## src/design/iirl_pkg.sv

```systemverilog
// shared types and constants for the indexed insert/remove list store
`timescale 1ns / 1ps
`default_nettype none

package iirl_pkg;

  localparam int unsigned DEPTH_DEFAULT      = 64;
  localparam int unsigned ELEM_WIDTH_DEFAULT = 32;
  localparam int unsigned DATA_W             = 32;
  localparam int unsigned CNT_W_DEFAULT      = $clog2(DEPTH_DEFAULT + 1);

  typedef enum logic [2:0] {
    OP_PUSH   = 3'd0,
    OP_POP    = 3'd1,
    OP_TOP    = 3'd2,
    OP_GET    = 3'd3,
    OP_INSERT = 3'd4,
    OP_REMOVE = 3'd5
  } op_e;

  typedef enum logic [1:0] {
    ST_OK    = 2'd0,
    ST_FULL  = 2'd1,
    ST_RANGE = 2'd2
  } status_e;

  typedef enum logic [2:0] {
    S_IDLE,
    S_READ,
    S_SHIFT_UP,
    S_FILL,
    S_SHIFT_DN,
    S_DONE
  } state_e;

endpackage

`default_nettype wire

```

## src/design/iirl_if.sv

```systemverilog
// request and response channel interfaces of the list store
`timescale 1ns / 1ps
`default_nettype none

interface iirl_req_if #(
  parameter int unsigned CNT_W = iirl_pkg::CNT_W_DEFAULT
);
  import iirl_pkg::*;

  logic              valid;
  logic              ready;
  logic [2:0]        opcode;
  logic [CNT_W-1:0]  position;
  logic [DATA_W-1:0] data_in;

  modport source (output valid, output opcode, output position, output data_in, input ready);
  modport sink   (input valid, input opcode, input position, input data_in, output ready);
endinterface

interface iirl_rsp_if #(
  parameter int unsigned CNT_W = iirl_pkg::CNT_W_DEFAULT
);
  import iirl_pkg::*;

  logic              valid;
  logic              ready;
  logic [DATA_W-1:0] read_data;
  logic [1:0]        status;
  logic [CNT_W-1:0]  entry_count;
  logic              is_empty;
  logic              is_full;

  modport source (output valid, output read_data, output status, output entry_count,
                  output is_empty, output is_full, input ready);
  modport sink   (input valid, input read_data, input status, input entry_count,
                  input is_empty, input is_full, output ready);
endinterface

`default_nettype wire

```

## src/design/iirl_ram.sv

```systemverilog
// generic simple dual-port ram with registered read
`timescale 1ns / 1ps
`default_nettype none

module iirl_ram #(
  parameter int unsigned WIDTH = 32,
  parameter int unsigned DEPTH = 64
) (
  input  logic                     clk_i,
  input  logic                     we_i,
  input  logic [$clog2(DEPTH)-1:0] waddr_i,
  input  logic [WIDTH-1:0]         wdata_i,
  input  logic                     re_i,
  input  logic [$clog2(DEPTH)-1:0] raddr_i,
  output logic [WIDTH-1:0]         rdata_o
);

  logic [WIDTH-1:0] mem_q [DEPTH];
  logic [WIDTH-1:0] rdata_q;

  always_ff @(posedge clk_i) begin
    if (we_i) begin
      mem_q[waddr_i] <= wdata_i;
    end
    if (re_i) begin
      rdata_q <= mem_q[raddr_i];
    end
  end

  assign rdata_o = rdata_q;

endmodule

`default_nettype wire

```

## src/design/indexed_insert_remove_list.sv

```systemverilog
// top level: packed list store with indexed insert and remove over one entry ram
`timescale 1ns / 1ps
`default_nettype none

// push, pop, rejected ops and top on empty go straight from idle to done; top and get
// pass through a read state; insert at p shifts entries p..n-1 up, then fills p; remove at p
// shifts entries p+1..n-1 down; the ram moves one entry per cycle during a shift
// one transaction in work at a time; the next is taken once the result is registered
// reset: list empty, control and output valid cleared; entry ram is not cleared

module indexed_insert_remove_list #(
  parameter int unsigned DEPTH      = iirl_pkg::DEPTH_DEFAULT,
  parameter int unsigned ELEM_WIDTH = iirl_pkg::ELEM_WIDTH_DEFAULT
) (
  input  logic       clk_i,
  input  logic       rst_ni,
  iirl_req_if.sink   in_i,
  iirl_rsp_if.source out_o
);

  import iirl_pkg::*;

  localparam int unsigned CntW  = $clog2(DEPTH + 1);
  localparam int unsigned AddrW = $clog2(DEPTH);
  localparam logic [CntW-1:0] DepthC = CntW'(DEPTH);

  // control state
  state_e state_q, state_d;
  logic [CntW-1:0]  count_q, count_d;
  logic [AddrW-1:0] idx_q, idx_d;     // entry currently being read during a shift

  // per-transaction payload
  logic [AddrW-1:0]      pos_q, pos_d;
  logic [ELEM_WIDTH-1:0] din_q, din_d;
  logic [DATA_W-1:0]     rd_q, rd_d;
  status_e               st_q, st_d;

  // output register
  logic              out_valid_q, out_valid_d;
  logic [DATA_W-1:0] out_data_q;
  status_e           out_st_q;
  logic [CntW-1:0]   out_cnt_q;
  logic              out_empty_q;
  logic              out_full_q;
  logic              out_load;

  // ram port controls
  logic                  we;
  logic [AddrW-1:0]      waddr;
  logic [ELEM_WIDTH-1:0] wdata;
  logic                  re;
  logic [AddrW-1:0]      raddr;
  logic [ELEM_WIDTH-1:0] rdata;

  // decode of the incoming transaction
  logic                  accept;
  logic [CntW-1:0]       pos_in;
  logic [ELEM_WIDTH-1:0] din_in;
  logic                  is_full_now;
  logic                  is_empty_now;
  logic                  go_read;
  logic                  go_up;
  logic                  go_dn;
  logic                  up_last;
  logic                  dn_last;

  assign accept       = in_i.valid && in_i.ready;
  assign pos_in       = CntW'(in_i.position);
  assign din_in       = ELEM_WIDTH'(in_i.data_in);   // data outside the element width is dropped
  assign is_full_now  = (count_q == DepthC);
  assign is_empty_now = (count_q == '0);

  // shift up ends once the entry at the insert position has been read
  assign up_last = (idx_q == pos_q);
  // shift down ends at the old last entry, whose index equals the shortened count
  assign dn_last = (idx_q == AddrW'(count_q));

  assign out_load = (state_q == S_DONE) && (!out_valid_q || out_o.ready);

  iirl_ram #(
    .WIDTH (ELEM_WIDTH),
    .DEPTH (DEPTH)
  ) u_ram (
    .clk_i   (clk_i),
    .we_i    (we),
    .waddr_i (waddr),
    .wdata_i (wdata),
    .re_i    (re),
    .raddr_i (raddr),
    .rdata_o (rdata)
  );

  // datapath, ram controls and handshake
  always_comb begin
    count_d     = count_q;
    idx_d       = idx_q;
    pos_d       = pos_q;
    din_d       = din_q;
    rd_d        = rd_q;
    st_d        = st_q;
    we          = 1'b0;
    waddr       = '0;
    wdata       = rdata;
    re          = 1'b0;
    raddr       = '0;
    go_read     = 1'b0;
    go_up       = 1'b0;
    go_dn       = 1'b0;
    in_i.ready  = (state_q == S_IDLE);
    out_valid_d = out_valid_q;

    if (out_load) begin
      out_valid_d = 1'b1;
    end else if (out_o.ready) begin
      out_valid_d = 1'b0;
    end

    unique case (state_q)
      S_IDLE: begin
        if (accept) begin
          pos_d = AddrW'(pos_in);
          din_d = din_in;
          rd_d  = '0;
          st_d  = ST_OK;
          unique case (op_e'(in_i.opcode))
            OP_PUSH: begin
              if (is_full_now) begin
                st_d = ST_FULL;
              end else begin
                we      = 1'b1;
                waddr   = AddrW'(count_q);
                wdata   = din_in;
                count_d = count_q + 1'b1;
              end
            end
            OP_POP: begin
              if (is_empty_now) begin
                st_d = ST_RANGE;
              end else begin
                count_d = count_q - 1'b1;
              end
            end
            OP_TOP: begin
              if (is_empty_now) begin
                st_d = ST_RANGE;
              end else begin
                re      = 1'b1;
                raddr   = AddrW'(count_q - 1'b1);
                go_read = 1'b1;
              end
            end
            OP_GET: begin
              if (pos_in >= count_q) begin
                st_d = ST_RANGE;
              end else begin
                re      = 1'b1;
                raddr   = AddrW'(pos_in);
                go_read = 1'b1;
              end
            end
            OP_INSERT: begin
              // range check wins over the full check
              if (pos_in > count_q) begin
                st_d = ST_RANGE;
              end else if (is_full_now) begin
                st_d = ST_FULL;
              end else begin
                count_d = count_q + 1'b1;
                if (pos_in == count_q) begin
                  // insert at the end is a push
                  we    = 1'b1;
                  waddr = AddrW'(count_q);
                  wdata = din_in;
                end else begin
                  // start moving entries up from the top of the list
                  re    = 1'b1;
                  raddr = AddrW'(count_q - 1'b1);
                  idx_d = AddrW'(count_q - 1'b1);
                  go_up = 1'b1;
                end
              end
            end
            OP_REMOVE: begin
              if (pos_in >= count_q) begin
                st_d = ST_RANGE;
              end else begin
                count_d = count_q - 1'b1;
                // removing the last entry moves nothing
                if (pos_in != count_q - 1'b1) begin
                  re    = 1'b1;
                  raddr = AddrW'(pos_in + 1'b1);
                  idx_d = AddrW'(pos_in + 1'b1);
                  go_dn = 1'b1;
                end
              end
            end
            default: begin
              // undefined opcodes leave everything as is
            end
          endcase
        end
      end
      S_READ: begin
        rd_d = DATA_W'(rdata);
      end
      S_SHIFT_UP: begin
        // read and write addresses never meet: write idx+1, read idx-1
        we    = 1'b1;
        waddr = idx_q + 1'b1;
        wdata = rdata;
        if (!up_last) begin
          re    = 1'b1;
          raddr = idx_q - 1'b1;
          idx_d = idx_q - 1'b1;
        end
      end
      S_FILL: begin
        we    = 1'b1;
        waddr = pos_q;
        wdata = din_q;
      end
      S_SHIFT_DN: begin
        // write idx-1, read idx+1
        we    = 1'b1;
        waddr = idx_q - 1'b1;
        wdata = rdata;
        if (!dn_last) begin
          re    = 1'b1;
          raddr = idx_q + 1'b1;
          idx_d = idx_q + 1'b1;
        end
      end
      S_DONE: begin
        // result waits here until the output register is free
      end
      default: begin
      end
    endcase
  end

  // next state
  always_comb begin
    state_d = state_q;
    unique case (state_q)
      S_IDLE: begin
        if (accept) begin
          priority if (go_read) begin
            state_d = S_READ;
          end else if (go_up) begin
            state_d = S_SHIFT_UP;
          end else if (go_dn) begin
            state_d = S_SHIFT_DN;
          end else begin
            state_d = S_DONE;
          end
        end
      end
      S_READ: begin
        state_d = S_DONE;
      end
      S_SHIFT_UP: begin
        if (up_last) begin
          state_d = S_FILL;
        end
      end
      S_FILL: begin
        state_d = S_DONE;
      end
      S_SHIFT_DN: begin
        if (dn_last) begin
          state_d = S_DONE;
        end
      end
      S_DONE: begin
        if (out_load) begin
          state_d = S_IDLE;
        end
      end
      default: begin
        state_d = S_IDLE;
      end
    endcase
  end

  // control registers
  always_ff @(posedge clk_i or negedge rst_ni) begin
    if (!rst_ni) begin
      state_q     <= S_IDLE;
      count_q     <= '0;
      out_valid_q <= 1'b0;
    end else begin
      state_q     <= state_d;
      count_q     <= count_d;
      out_valid_q <= out_valid_d;
    end
  end

  // payload registers
  always_ff @(posedge clk_i) begin
    idx_q <= idx_d;
    pos_q <= pos_d;
    din_q <= din_d;
    rd_q  <= rd_d;
    st_q  <= st_d;
    if (out_load) begin
      out_data_q  <= rd_q;
      out_st_q    <= st_q;
      out_cnt_q   <= count_q;
      out_empty_q <= is_empty_now;
      out_full_q  <= is_full_now;
    end
  end

  assign out_o.valid       = out_valid_q;
  assign out_o.read_data   = out_data_q;
  assign out_o.status      = out_st_q;
  assign out_o.entry_count = out_cnt_q;
  assign out_o.is_empty    = out_empty_q;
  assign out_o.is_full     = out_full_q;

  // the list never grows past its depth
  a_count_range: assert property (@(posedge clk_i) disable iff (!rst_ni)
    count_q <= DepthC)
    else $error("entry count above depth");

  // the count only moves when a transaction is taken
  a_count_hold: assert property (@(posedge clk_i) disable iff (!rst_ni)
    (state_q != S_IDLE) |=> (count_q == $past(count_q)))
    else $error("entry count changed during a transaction");

  // the upward shift never passes the insert position
  a_shift_up_bound: assert property (@(posedge clk_i) disable iff (!rst_ni)
    (state_q == S_SHIFT_UP) |-> (idx_q >= pos_q))
    else $error("shift index below insert position");

  // a full status is only reported on a full list
  a_full_status: assert property (@(posedge clk_i) disable iff (!rst_ni)
    (out_o.valid && (out_o.status == ST_FULL)) |-> out_o.is_full)
    else $error("full status reported on a list that is not full");

endmodule

`default_nettype wire

```

## src/flat_wrapper.sv

```systemverilog
// flat-port wrapper written by rule: the top's interface ports become plain ports
module indexed_insert_remove_list_flat import iirl_pkg::*;
#(
  parameter int unsigned DEPTH      = iirl_pkg::DEPTH_DEFAULT,
  parameter int unsigned ELEM_WIDTH = iirl_pkg::ELEM_WIDTH_DEFAULT
)
  (clk_i, rst_ni, in_i_valid, in_i_opcode, in_i_position, in_i_data_in, in_i_ready, out_o_valid, out_o_read_data, out_o_status, out_o_entry_count, out_o_is_empty, out_o_is_full, out_o_ready);
  iirl_req_if in_i_i ();
  iirl_rsp_if out_o_i ();
  input  logic clk_i;
  input  logic rst_ni;
  input wire logic [$bits(in_i_i.valid)-1:0] in_i_valid;
  input wire logic [$bits(in_i_i.opcode)-1:0] in_i_opcode;
  input wire logic [$bits(in_i_i.position)-1:0] in_i_position;
  input wire logic [$bits(in_i_i.data_in)-1:0] in_i_data_in;
  output wire logic [$bits(in_i_i.ready)-1:0] in_i_ready;
  output wire logic [$bits(out_o_i.valid)-1:0] out_o_valid;
  output wire logic [$bits(out_o_i.read_data)-1:0] out_o_read_data;
  output wire logic [$bits(out_o_i.status)-1:0] out_o_status;
  output wire logic [$bits(out_o_i.entry_count)-1:0] out_o_entry_count;
  output wire logic [$bits(out_o_i.is_empty)-1:0] out_o_is_empty;
  output wire logic [$bits(out_o_i.is_full)-1:0] out_o_is_full;
  input wire logic [$bits(out_o_i.ready)-1:0] out_o_ready;
  assign in_i_i.valid = in_i_valid;
  assign in_i_i.opcode = in_i_opcode;
  assign in_i_i.position = in_i_position;
  assign in_i_i.data_in = in_i_data_in;
  assign in_i_ready = in_i_i.ready;
  assign out_o_valid = out_o_i.valid;
  assign out_o_read_data = out_o_i.read_data;
  assign out_o_status = out_o_i.status;
  assign out_o_entry_count = out_o_i.entry_count;
  assign out_o_is_empty = out_o_i.is_empty;
  assign out_o_is_full = out_o_i.is_full;
  assign out_o_i.ready = out_o_ready;
  indexed_insert_remove_list #(.DEPTH(DEPTH), .ELEM_WIDTH(ELEM_WIDTH)) u_core (.clk_i(clk_i), .rst_ni(rst_ni), .in_i(in_i_i), .out_o(out_o_i));
endmodule
```

## config.mk

```make
export PLATFORM = sky130hd
export DESIGN_NAME = indexed_insert_remove_list_flat
export DESIGN_NICKNAME = d
export VERILOG_FILES = /design/src/design/iirl_pkg.sv /design/src/design/iirl_if.sv /design/src/design/iirl_ram.sv /design/src/design/indexed_insert_remove_list.sv /design/src/flat_wrapper.sv
export SDC_FILE = /design/constraint.sdc
export NUM_CORES = 2
export LEC_CHECK = 0
export ABC_CLOCK_PERIOD_IN_PS = 15100
export BUFFER_PORTS_ARGS = -buffer_cell sky130_fd_sc_hd__buf_2
export CAP_MARGIN = 20
export CELL_PAD_IN_SITES_DETAIL_PLACEMENT = 1
export CELL_PAD_IN_SITES_GLOBAL_PLACEMENT = 1
export CORE_AREA = 2 2 452 454
export DETAILED_ROUTE_END_ITERATION = 16
export DIE_AREA = 0 0 454 456
export HOLD_SLACK_MARGIN = 0.1
export PLACE_DENSITY = 0.72
export SYNTH_ARGS = -nofsm -noshare
export SYNTH_HDL_FRONTEND = slang
export SYNTH_SLANG_ARGS = --single-unit
```

## constraint.sdc

```tcl
create_clock -name clk_i -period 15.1 [get_ports clk_i]
set_input_delay 0.755 -clock clk_i [delete_from_list [all_inputs] [get_ports clk_i]]
set_output_delay 0.755 -clock clk_i [all_outputs]
set_load 0.1 [all_outputs]
```

==> qor.yml <==
htree_levels: 4
dr.pass1.iters: 6
antenna_found_initial: 19
critPathArrivalTime_ns: 7.77
worstHoldStart: "in_i_data_in[13]"
fin_area_sq_um: 99900
outcome: "finished, final reports clean"
synth_seq_cells: 2212
setup_viol: 0
yosysMostFrequentCell: "edfxtp_1"
synth.cell_area_sq_um: 88500
cts.clk_slew.worst_paths_ns: 0.06
dieArea_sq_um: 207000
switchingPower_mw: 9.51
cp_max_fo: 62
wl_per_cell_um: 31.2
reg2reg_slack_ns: 8.05
hold_ws_ns: 0.147
hold_buffers: 24
die_w_um: 454
cts_buffers: 217
crit_type: "reg -> reg"
r2r_start: "u_core.count_q[0]$_DFFE_PN0P_"
clkPwrFrac_pct: 23.7
grt_usage_pct: 27.0
skew_ns: 0.0508
overflow: 0
vias: 56833
cts_resized: 0
root_buffer: "clkbuf_16"
initial_utilization_pct: 43.9
hold_violations: 0
ioPinCount: 91
ys_async_sr_fraction_pct: 0.497
syn_nets: 6247
critPathLaunchType: "flip-flop"
critPathCaptureType: "flip-flop"
io_buffer_count: 90
leakage_nw: 33.1
drc_errors: 0
ys_warn_count: 0
rsz0062_at_grt: "false"
combPwrFrac_pct: 39.0
num_rows: 165
die_h_um: 456
syn_inst: 6188
total_power_mw: 22.9
place_area_sq_um: 92500
max_slew_margin_pct: 21.3
ir_drop_mv: 0.213
cts_tree: "done"
max_freq_ghz: 0.142
p_int_mw: 13.4
nets: 6357
synth_seq_area_share_pct: 75.0
final_cells: 9156
cts_buffer_depth: 3
maxCapViolations: 0
final-max-slew-violation-count: 0
syn_to_final_growth_pct: 12.9
post-cts-setup-buffer-count: 0
place.gp.congestion: 0.855
hold_class: "in -> reg"
layout_worst_path_cycle_share_pct: 46.7
numClockSinks: 2212
whs_path_depth: 1
synth_edf_count: 2201
grt_max_degree: 159
core_sq_um: 202000
setup_slack_ns: 8.05
ant_nets: 0
cp.required_ns: 15.82
r2r_cells: 16
swShare_pct: 41.5
min_to: "u_core.din_q[13]$_DFFE_PP_"
fin_crit_ns: 7.05
ys_types: 81
netlist.area_leader.share_pct: 74.7
drt_iter0_markers: 7173
synth_area_leaders: "edfxtp_1 (75%), nand2_1 (5.3%), mux2i_1 (4.0%)"
synthTopCellsByCount: "edfxtp_1 (2,201), nand2_1 (1,254), nand3_1 (448)"
first_global_vias: 57840
pre_cts_ws_ns: 7.83
fillerInstances: 19511
drive_gt1_share_pct: 10.9
yosys.area.top_type: "edfxtp_1"
dp_hpwl_um: 161000
ys.flop_type: "edfxtp_1"
worst_slew_pin_slew_ns: 1.17
wl_um: 286000
seqPwrFrac_pct: 37.3
clkLatencyLatePin_ns: 0.88
powerDensity_nw_per_um2: 229
fin_util_pct: 49.6
post-place-cells: 8723
grt_pass1_wl_um: 408000
syn_avg_cell_area_sq_um: 14.3
via_per_inst: 6.21
tns_ns: 0
r2r-end: "u_core.u_ram.rdata_o[19]$_DFFE_PP_"
flip-flops by register name, summed over array words and instances, names as in the netlist:
register,cells
u_core.state_q,3
u_core.count_q,7
u_core.out_o.valid,1
u_core.out_o.entry_count,7
u_core.st_q,2
u_core.out_o.is_full,1
u_core.out_o.status,2
u_core.din_q,32
u_core.rd_q,32
u_core.out_o.read_data,32
u_core.u_ram.rdata_o,32
u_core.idx_q,6
u_core.pos_q,6
u_core.out_o.is_empty,1
u_core.u_ram.mem_q,2048
per-layer routing:
metal  global-route usage (%)  vias to the layer above  wire [um]
li1                         -                    23688          -
met4                     10.0                        8      11000
met2                     43.1                     2931     134000
met3                     5.01                      565      26200
met1                     36.9                    29641     114000
met5                        0                        -         51
final cells by class:
| class | count | area [sq um] | area share, % |
|---|---|---|---|
| Inverter | 60 | 225 | 0.225 |
| Clock buffer | 269 | 5670 | 5.67 |
| Timing Repair Buffer | 289 | 2160 | 2.16 |
| Tap cell | 2672 | 3340 | 3.34 |
| Sequential cell | 2212 | 66400 | 66.4 |
| Antenna cell | 5 | 12.5 | 0.0125 |
| Clock inverter | 131 | 1410 | 1.41 |
| Multi-Input combinational cell | 3518 | 20800 | 20.8 |
worst max-delay path by stage:
stage,from,to,slack [ns],cells past startpoint
final,u_core.count_q[0]$_DFFE_PN0P_,u_core.u_ram.rdata_o[19]$_DFFE_PP_,8.05,16
after floorplan,in_i_valid,u_core.u_ram.mem_q[17][0]$_DFFE_PP_,9.99,10
after global placement,in_i_position[0],u_core.u_ram.rdata_o[23]$_DFFE_PP_,7.99,17
after CTS,u_core.count_q[3]$_DFFE_PN0P_,u_core.u_ram.rdata_o[22]$_DFFE_PP_,8.11,16
after global routing,u_core.count_q[3]$_DFFE_PN0P_,u_core.u_ram.rdata_o[29]$_DFFE_PP_,7.67,15
after detailed placement,in_i_position[0],u_core.u_ram.rdata_o[22]$_DFFE_PP_,7.83,17
worst max-delay path: stages, from the launching register on:
cell	delay (ns)
dfrtp_1	0.62
inv_1	0.23
ha_1	0.39
xnor2_1	0.18
a211oi_1	0.25
nand4b_1	0.34
o311ai_4	0.38
buf_4	0.47
and3_4	0.38
buf_4	0.65
buf_4	0.56
nand3_1	0.65
buf_4	0.46
a21oi_1	0.15
a2111oi_0	0.10
o21ai_1	0.64
and4_1	0.33
cells in the final DEF (no fill, tap or decap), types with 25 or more instances in the layout:
master	n
edfxtp_1	2201
nand2_1	1221
nand3_1	446
mux2i_1	358
a21oi_1	315
clkbuf_16	219
buf_4	162
a22oi_1	92
nor2_1	91
a31oi_1	91
buf_2	90
a221oi_1	79
nor2_4	69
o21ai_0	68
o22ai_1	64
inv_1	57
clkinv_1	53
a211oi_1	51
clkbuf_1	50
and2_1	48
nor3_1	44
nand2_2	37
clkinv_2	37
a32oi_1	33
o22a_1	32
xnor2_1	28
a21o_1	28
o21ai_1	27
a2111oi_0	27
and4_1	25
a41o_1	25
logic make-up after synthesis:
kind of cell               after synthesis  synth area share, %
and+or+nand+nor                       2082                 10.2
adders and majority gates               13                0.184
DFF                                   2212                 75.0
AOI/OAI and AO/OA                     1012                 7.68
buffers and inverters                  458                 2.30
xor gates and xnor gates                42                0.431
muxes                                  369                 4.19
power by group through the flow:
stage,combinational (mW),sequential (mW),clock [mW]
6_report,8.93,8.55,5.44
5_1_grt,9.38,8.57,5.71
4_1_cts,8.76,8.54,5.49
3_5_place_dp,8.68,8.66,0
3_3_place_gp,8.37,8.64,0
2_1_floorplan,4.90,8.83,0
Note: power is estimated with default switching activity, not from simulation.
